`src/hw/rtl/vtpg_pkg.sv`:
```
// ----------------------------------------------------------------------------
// vtpg_pkg - shared types and constants for the test pattern generator
// Field widths, register and mode codes, palette and divide constants.
// ----------------------------------------------------------------------------
package vtpg_pkg;

	localparam int COL_W      = 12;
	localparam int PIX_W      = 10;
	localparam int LINE_W     = 10;
	localparam int FRAME_W    = 16;
	localparam int COLOR_W    = 8;
	localparam int MODE_W     = 3;
	localparam int SHIFT_W    = 5;
	localparam int CFG_IDX_W  = 3;
	localparam int CFG_DATA_W = 12;

	// register map
	typedef enum logic [CFG_IDX_W-1:0] {
		REG_PATTERN_MODE  = 3'd0,
		REG_FIRST_VISIBLE = 3'd1,
		REG_LAST_VISIBLE  = 3'd2,
		REG_SHIFT_BASE    = 3'd3
	} cfg_reg_t;

	// pattern select
	typedef enum logic [MODE_W-1:0] {
		MODE_HSTRIPE = 3'd0,
		MODE_VSTRIPE = 3'd1,
		MODE_BARS    = 3'd2,
		MODE_CHECKER = 3'd3,
		MODE_DIAG    = 3'd4,
		MODE_MOSAIC  = 3'd5
	} mode_t;

	// reset values
	localparam logic [COL_W-1:0]   FIRST_VIS_RST  = 12'd600;
	localparam logic [COL_W-1:0]   LAST_VIS_RST   = 12'd3900;
	localparam logic [SHIFT_W-1:0] SHIFT_BASE_RST = 5'd10;

	// extra shift of the animated modes, and the saturation point
	localparam int SH_BIAS_DIAG   = 5;
	localparam int SH_BIAS_MOSAIC = 14;
	localparam int SHIFT_MAX      = 31;

	// line/40 and line/24 by rounded-up reciprocals, exact for 10-bit lines
	localparam int DIVM_W = 11;
	localparam logic [DIVM_W-1:0] DIV40_MUL = 11'd1639;
	localparam int                DIV40_SH  = 16;
	localparam logic [DIVM_W-1:0] DIV24_MUL = 11'd1366;
	localparam int                DIV24_SH  = 15;

	localparam logic [COLOR_W-1:0] COLOR_ON = 8'hFF;

	function automatic logic [COLOR_W-1:0] palette(input logic [2:0] idx);
		logic [COLOR_W-1:0] c;
		case (idx)
			3'd0:    c = 8'h00;
			3'd1:    c = 8'h07;
			3'd2:    c = 8'h3F;
			3'd3:    c = 8'h38;
			3'd4:    c = 8'hF8;
			3'd5:    c = 8'h0F;
			3'd6:    c = 8'hC0;
			default: c = 8'hFF;
		endcase
		return c;
	endfunction

endpackage

```
`src/hw/rtl/vga_test_pattern_generator.sv`:
```
// ----------------------------------------------------------------------------
// vga_test_pattern_generator - per-pixel test pattern colour pipeline
// Stripes, colour bars, checkerboard and two animated patterns, one pixel a beat.
// ----------------------------------------------------------------------------
// Usage:
//   in channel  : one beat per pixel (column_count, pixel_index, line_number,
//                 frame_number), in_valid / in_ready.
//   out channel : one beat per input beat (pixel_color, visible), same order,
//                 out_valid / out_ready.
//   cfg channel : cfg_index / cfg_data write, cfg_ready always high. Write only
//                 while the pipeline is empty. Unknown indexes are ignored.
//   Throughput is one pixel per cycle while out_ready stays high. Three
//   stages: operand products, the shared 16x32 animation multiplier,
//   then the arithmetic shift and colour select.
//   Each stage holds a valid bit and takes a new beat when it is empty or
//   its successor takes its beat, so a stalled receiver only freezes the
//   stages behind the held result; bubbles in front of it keep filling.
//   Reset empties the pipeline and restores the register defaults (mode 0,
//   visible window 600..3900, shift base 10).
// ----------------------------------------------------------------------------
module vga_test_pattern_generator
	import vtpg_pkg::*;
#(
	parameter int LINE_PIXELS = 800,
	parameter int BAR_COUNT   = 12
) (
	input  logic                  clk,
	input  logic                  arst_n,
	// configuration
	input  logic                  cfg_valid,
	output logic                  cfg_ready,
	input  logic [CFG_IDX_W-1:0]  cfg_index,
	input  logic [CFG_DATA_W-1:0] cfg_data,
	// pixel position in
	input  logic                  in_valid,
	output logic                  in_ready,
	input  logic [COL_W-1:0]      column_count,
	input  logic [PIX_W-1:0]      pixel_index,
	input  logic [LINE_W-1:0]     line_number,
	input  logic [FRAME_W-1:0]    frame_number,
	// colour out
	output logic                  out_valid,
	input  logic                  out_ready,
	output logic [COLOR_W-1:0]    pixel_color,
	output logic                  visible
);

	// Bar width and its reciprocal. A rounded-up reciprocal with a 20-bit
	// shift gives the exact quotient for every 10-bit index and width.
	localparam int BAR_W    = LINE_PIXELS / BAR_COUNT;
	localparam int BAR_DIV  = (BAR_W == 0) ? 1 : BAR_W;
	localparam int RECIP_SH = 20;
	localparam int RECIP_W  = RECIP_SH + 1;
	localparam int BPROD_W  = PIX_W + RECIP_W;
	localparam logic [RECIP_W-1:0] BAR_RECIP =
		RECIP_W'(((1 << RECIP_SH) + BAR_DIV - 1) / BAR_DIV);
	localparam logic [PIX_W:0] BAR_END  = (PIX_W + 1)'(BAR_W * BAR_COUNT);
	localparam logic [PIX_W:0] LINE_END = (PIX_W + 1)'(LINE_PIXELS);
	localparam logic           BAR_NONE = (BAR_W == 0);

	localparam int HCOL_W  = COL_W - 1;
	localparam int LPROD_W = LINE_W + DIVM_W;
	localparam int MOS_W   = HCOL_W + LINE_W;
	localparam int TERM_W  = HCOL_W + 1;
	localparam int PROD_W  = 32;
	localparam int SUM_W   = SHIFT_W + 1;

	// ---------------- configuration registers ----------------
	mode_t               mode_q;
	logic [COL_W-1:0]    first_vis_q;
	logic [COL_W-1:0]    last_vis_q;
	logic [SHIFT_W-1:0]  shift_base_q;

	assign cfg_ready = 1'b1;

	always_ff @(posedge clk or negedge arst_n) begin
		if (!arst_n) begin
			mode_q       <= MODE_HSTRIPE;
			first_vis_q  <= FIRST_VIS_RST;
			last_vis_q   <= LAST_VIS_RST;
			shift_base_q <= SHIFT_BASE_RST;
		end else if (cfg_valid) begin
			case (cfg_reg_t'(cfg_index))
				REG_PATTERN_MODE:  mode_q       <= mode_t'(cfg_data[MODE_W-1:0]);
				REG_FIRST_VISIBLE: first_vis_q  <= cfg_data[COL_W-1:0];
				REG_LAST_VISIBLE:  last_vis_q   <= cfg_data[COL_W-1:0];
				REG_SHIFT_BASE:    shift_base_q <= cfg_data[SHIFT_W-1:0];
				default: ;
			endcase
		end
	end

	// ---------------- stage handshake ----------------
	logic v_s1, v_s2, v_s3;
	logic rdy_s1, rdy_s2, rdy_s3;

	assign rdy_s3   = !v_s3 || out_ready;
	assign rdy_s2   = !v_s2 || rdy_s3;
	assign rdy_s1   = !v_s1 || rdy_s2;
	assign in_ready = rdy_s1;

	always_ff @(posedge clk or negedge arst_n) begin
		if (!arst_n) begin
			v_s1 <= 1'b0;
			v_s2 <= 1'b0;
			v_s3 <= 1'b0;
		end else begin
			if (rdy_s1) v_s1 <= in_valid;
			if (rdy_s2) v_s2 <= v_s1;
			if (rdy_s3) v_s3 <= v_s2;
		end
	end

	// ---------------- stage 1: window test and operand products ----------------
	logic [HCOL_W-1:0]  col_half;
	logic               vis_c;
	logic [BPROD_W-1:0] bar_prod;
	logic [LPROD_W-1:0] div40_prod;
	logic [LPROD_W-1:0] div24_prod;
	logic [MOS_W-1:0]   mos_c;
	logic [HCOL_W-1:0]  diag_x;
	logic [SUM_W-1:0]   sh_sum;
	logic [SHIFT_W-1:0] shamt_c;
	logic               bar_out_c;

	assign col_half = column_count[COL_W-1:1];
	assign vis_c    = (column_count >= first_vis_q) && (column_count < last_vis_q)
	                  && (mode_q <= MODE_MOSAIC);

	assign bar_prod   = BPROD_W'(pixel_index) * BPROD_W'(BAR_RECIP);
	assign div40_prod = LPROD_W'(line_number) * LPROD_W'(DIV40_MUL);
	assign div24_prod = LPROD_W'(line_number) * LPROD_W'(DIV24_MUL);
	assign mos_c      = MOS_W'(col_half) * MOS_W'(line_number);
	assign diag_x     = col_half ^ HCOL_W'(line_number);
	assign bar_out_c  = BAR_NONE || ({1'b0, pixel_index} >= BAR_END)
	                    || ({1'b0, pixel_index} >= LINE_END);

	// shift amount saturates at 31: only the sign survives
	assign sh_sum  = (mode_q == MODE_MOSAIC) ? SUM_W'(shift_base_q) + SUM_W'(SH_BIAS_MOSAIC)
	                                         : SUM_W'(shift_base_q) + SUM_W'(SH_BIAS_DIAG);
	assign shamt_c = (sh_sum > SUM_W'(SHIFT_MAX)) ? SHIFT_W'(SHIFT_MAX) : sh_sum[SHIFT_W-1:0];

	logic               vis_s1;
	mode_t              mode_s1;
	logic [SHIFT_W-1:0] shamt_s1;
	logic [FRAME_W-1:0] frame_s1;
	logic [TERM_W-1:0]  term4_s1;   // ~((col/2) ^ line) as a signed 12-bit value
	logic [MOS_W-1:0]   mos_s1;
	logic [2:0]         hstripe_s1;
	logic [2:0]         vstripe_s1;
	logic [1:0]         bar_s1;
	logic               bar_out_s1;
	logic [1:0]         band_s1;
	logic               chk_s1;

	always_ff @(posedge clk) begin
		if (rdy_s1 && in_valid) begin
			vis_s1     <= vis_c;
			mode_s1    <= mode_q;
			shamt_s1   <= shamt_c;
			frame_s1   <= frame_number;
			term4_s1   <= {1'b1, ~diag_x};
			mos_s1     <= mos_c;
			hstripe_s1 <= line_number[8:6];
			vstripe_s1 <= column_count[10:8];
			bar_s1     <= bar_prod[RECIP_SH+1:RECIP_SH];
			bar_out_s1 <= bar_out_c;
			band_s1    <= div40_prod[DIV40_SH+1:DIV40_SH];
			chk_s1     <= div24_prod[DIV24_SH] ^ column_count[2];
		end
	end

	// ---------------- stage 2: static colours, animation product ----------------
	logic [COLOR_W-1:0] color_a_c;
	logic [PROD_W-1:0]  mul_b;
	logic [PROD_W-1:0]  prod_c;

	always_comb begin
		case (mode_s1)
			MODE_HSTRIPE: color_a_c = palette(hstripe_s1);
			MODE_VSTRIPE: color_a_c = palette(vstripe_s1);
			MODE_BARS:    color_a_c = bar_out_s1 ? '0
			                          : palette({bar_s1, 1'b0} + 3'd1 + {1'b0, band_s1});
			MODE_CHECKER: color_a_c = chk_s1 ? COLOR_ON : '0;
			default:      color_a_c = '0;
		endcase
	end

	// one multiplier for both animated modes; mod 2^32 wrap falls out of the width
	assign mul_b  = (mode_s1 == MODE_DIAG)
	                ? {{(PROD_W - TERM_W){term4_s1[TERM_W-1]}}, term4_s1}
	                : PROD_W'(mos_s1);
	assign prod_c = PROD_W'(frame_s1) * mul_b;

	logic               vis_s2;
	logic               use_prod_s2;
	logic [SHIFT_W-1:0] shamt_s2;
	logic [COLOR_W-1:0] color_a_s2;
	logic [PROD_W-1:0]  prod_s2;

	always_ff @(posedge clk) begin
		if (rdy_s2 && v_s1) begin
			vis_s2      <= vis_s1;
			use_prod_s2 <= (mode_s1 == MODE_DIAG) || (mode_s1 == MODE_MOSAIC);
			shamt_s2    <= shamt_s1;
			color_a_s2  <= color_a_c;
			prod_s2     <= prod_c;
		end
	end

	// ---------------- stage 3: arithmetic shift, blanking, output ----------------
	logic signed [PROD_W-1:0] shifted;
	logic [COLOR_W-1:0]       color_c;

	assign shifted = $signed(prod_s2) >>> shamt_s2;
	assign color_c = !vis_s2     ? '0
	               : use_prod_s2 ? shifted[COLOR_W-1:0]
	               : color_a_s2;

	logic [COLOR_W-1:0] color_s3;
	logic               visible_s3;

	always_ff @(posedge clk) begin
		if (rdy_s3 && v_s2) begin
			color_s3   <= color_c;
			visible_s3 <= vis_s2;
		end
	end

	assign out_valid   = v_s3;
	assign pixel_color = color_s3;
	assign visible     = visible_s3;

endmodule

```
`config.mk`:
```
export PLATFORM = sky130hd
export DESIGN_NAME = vga_test_pattern_generator
export DESIGN_NICKNAME = d
export VERILOG_FILES = /design/src/hw/rtl/vtpg_pkg.sv /design/src/hw/rtl/vga_test_pattern_generator.sv
export SDC_FILE = /design/constraint.sdc
export NUM_CORES = 2
export LEC_CHECK = 0
export BUFFER_PORTS_ARGS = -buffer_cell sky130_fd_sc_hd__buf_2
export CAP_MARGIN = 0
export CORE_MARGIN = 2
export CORE_UTILIZATION = 59
export CTS_CLUSTER_DIAMETER = 100
export DETAILED_ROUTE_END_ITERATION = 10
export HOLD_SLACK_MARGIN = 0.12
export PLACE_DENSITY = 0.77
export SLEW_MARGIN = 20
export SYNTH_ARGS = -nofsm -noshare
export SYNTH_HDL_FRONTEND = slang
export SYNTH_SLANG_ARGS = --single-unit
export TNS_END_PERCENT = 20
```
`constraint.sdc`:
```
create_clock -name clk -period 7.25 [get_ports clk]
set_input_delay 1.0875 -clock clk [delete_from_list [all_inputs] [get_ports clk]]
set_output_delay 1.0875 -clock clk [all_outputs]
set_load 0.03 [all_outputs]
```
==> reports/results.txt <==
worst slew pin tran - 1.113 ns
Die Area - 45620 um2
max_cap viols - 0
Max Transition Viols Final - 0
routed via count - 18030
dpl hpwl - 47.04 mm
deepest clock path buffer count - 2
sequential cell area - 4527 um2
number of top-level pins - 80
hold crit path type - flop to flop
Post-Syn Instances - 2602
fin crit period - 7.000 ns
final-report hold violation count - 0
most frequent cell after synthesis - inv_1
Post-route DRC - 0
Final Cycle Share - 96.56%
ys flop type - edfxtp_1
dpl cells - 3181
vias per cell - 5.604
worst path required time - 7.43 ns
skew final - 0.01230 ns
final wirelength - 58.67 mm
grt total ovfl - 0
number of global-route vias before repair - 19810
Die X - 213.6 um
largest net degree at the start of global routing - 70
initial drt markers - 1172
synth unique cells - 67
Worst slew margin - 25.83%
crit end category - flop
Antenna Nets Post-Route - 0
synth cell count leaders - inv_1, fa_1, nand2_1
post-synthesis register bit count - 156
Core Rows - 76
Core Area - 43170 um2
mapped cell area - 25920 um2
H-tree Lvls - 4
number of synthesized flops with an enable pin - 121
Tot GR Track Use - 28.09%
Synth Net Count - 3406
Layout area overhead - 6.039%
Clock transition at path regs - 0.07 ns
share of layout cells above drive strength 1 - 8.932%
endpoints failing setup - 0
first-pass GRT wire length - 99.77 mm
Worst-Skew Late Latency - 0.44 ns
Synth area leader - fa_1
die height - 213.6 um
sequential share of the synthesized area - 17.47%
Routability Congestion - 0.9587
wire per inst - 18.24 um
kind of critical path - flop to flop
final net count - 3422
Finished Layout Cells - 3217
CTS tree - yes
Fill cells - 3441
CTS buffer count - 17
Initial Util - 60.04%
Warnings, synthesis - 0
Port Buffers - 78
drt pass-1 iters - 5
status - finished, final reports clean
Async SR Flop Fraction - 22.44%
worst-path maximum fanout - 23
Yosys top cell area share - 33.75%
Startpoint Class - flop
CP Data Arrival Time - 7.18 ns
multi-input logic area - 19010 um2
fmax - 142.8 MHz
CTS sink cnt - 156
ranking of synthesized cells by area - fa_1, ha_1, edfxtp_1
synthesized area per cell - 9.961 um2
initial antenna violation count - 1
root buf cell - clkbuf_16
-- per-layer routing --
metal | track usage (%) | share of wire (%)
met1 | 36.15 | 41
met2 | 48.58 | 51
met3 | 4.203 | 5.2
met4 | 10.01 | 3.1
met5 | 0 | 0
-- cell usage in the layout, fill, tap and decap left out, types with 16 or more instances in the layout --
cell	netlist	routed
a21o_1	28	28
a21oi_1	69	67
and2_1	186	184
buf_2	3	78
buf_4	1	21
clkbuf_16	0	18
dfrtp_1	21	21
edfxtp_1	121	121
fa_1	437	437
ha_1	299	297
inv_1	551	551
mux2_2	34	26
mux2i_1	17	17
mux4_2	18	18
nand2_1	316	316
nor2_1	57	56
nor3_1	16	16
o21ai_0	70	68
xnor2_1	71	70
xor2_1	16	16
-- per-stage QoR --
stage	setup TNS (ns)	area (um2)	hold slack [ns]	setup slack, ns	util, %
finish	0	27480	0.4208	0.2496	63.66
global route	-0.03754	27480	0.4244	-0.03754	63.66
CTS	0	27390	0.4208	0.05108	63.44
detailed placement	-0.02097	26810	0.4045	-0.02097	62.10
global placement	0	26810	0.4036	0.07736	62.10
floorplan	0	25920	0.4003	0.08760	-
-- timing repair --
action,in CTS,in global routing
pin swaps,0,2
endpoints found under the setup margin,1,7
resized for setup,2,17
hold buffers,0,0
buffers inserted,0,3
cloned,0,0
-- critical path, stage by stage, from the launching register on --
cell	delay (ns)
edfxtp_1	0.40
nand2b_1	0.19
nor2_2	0.15
buf_12	0.20
mux2_4	0.40
buf_4	0.19
and2_1	0.18
fa_1	0.55
fa_1	0.44
fa_1	0.49
fa_1	0.52
fa_1	0.55
inv_1	0.06
fa_1	0.53
inv_1	0.05
ha_2	0.37
nand3_1	0.14
or3b_2	0.52
a31oi_4	0.22
o31a_1	0.22
a21o_1	0.15
a21oi_2	0.06
xnor2_1	0.13
-- cells by family (layout without fill, tap and decap cells) --
kind of cell | Yosys count | count (layout) | share of synthesized area [%]
buffers and inverters | 655 | 684 | 9.515
and+or+nand+nor | 642 | 642 | 11.86
muxes | 69 | 69 | 3.698
xor gates and xnor gates | 87 | 87 | 2.940
AOI/OAI and AO/OA | 256 | 256 | 6.324
other | 1 | 2 | 0.01447
DFF | 156 | 156 | 17.47
adders and majority gates | 736 | 736 | 48.19
-- area by class of cell --
type | instances | share of cell area, %
multi-input combinational | 1791 | 69.15
tap | 585 | 2.663
clock buffer | 19 | 1.653
sequential | 156 | 16.47
inverter | 552 | 7.539
clock inverter | 13 | 0.4461
antenna | 1 | 0.009105
timing repair buffer | 100 | 2.067
-- flip-flops by register name, indices dropped and copies added (netlist names), 2 cells and up --
register,flops
vstripe_s1,3
hstripe_s1,3
shamt_s2,5
prod_s2,32
color_a_s2,4
first_vis_q,12
bar_s1,2
shamt_s1,5
band_s1,2
last_vis_q,12
mode_q,3
frame_s1,16
term4_s1,11
pixel_color,8
shift_base_q,5
mos_s1,21
mode_s1,3
-- worst paths after layout --
| kind | slack, ns | cells after the start | startpoint | to |
|---|---|---|---|---|
| max in group asynchronous | 6.03 | 1 | arst_n | first_vis_q[8] |
| min in group asynchronous | 0.72 | 1 | arst_n | last_vis_q[1] |
| min | 0.42 | 0 | shamt_s1[2] | shamt_s2[2] |
| min reg2reg | 0.42 | 0 | shamt_s1[2] | shamt_s2[2] |
| max | 0.25 | 22 | mode_s1[1] | prod_s2[28] |
| max reg2reg | 0.25 | 22 | mode_s1[1] | prod_s2[28] |
Power is left out: the tool's default activity adds up to more than one toggle a clock period on the data nets, which glitch-free logic cannot reach.
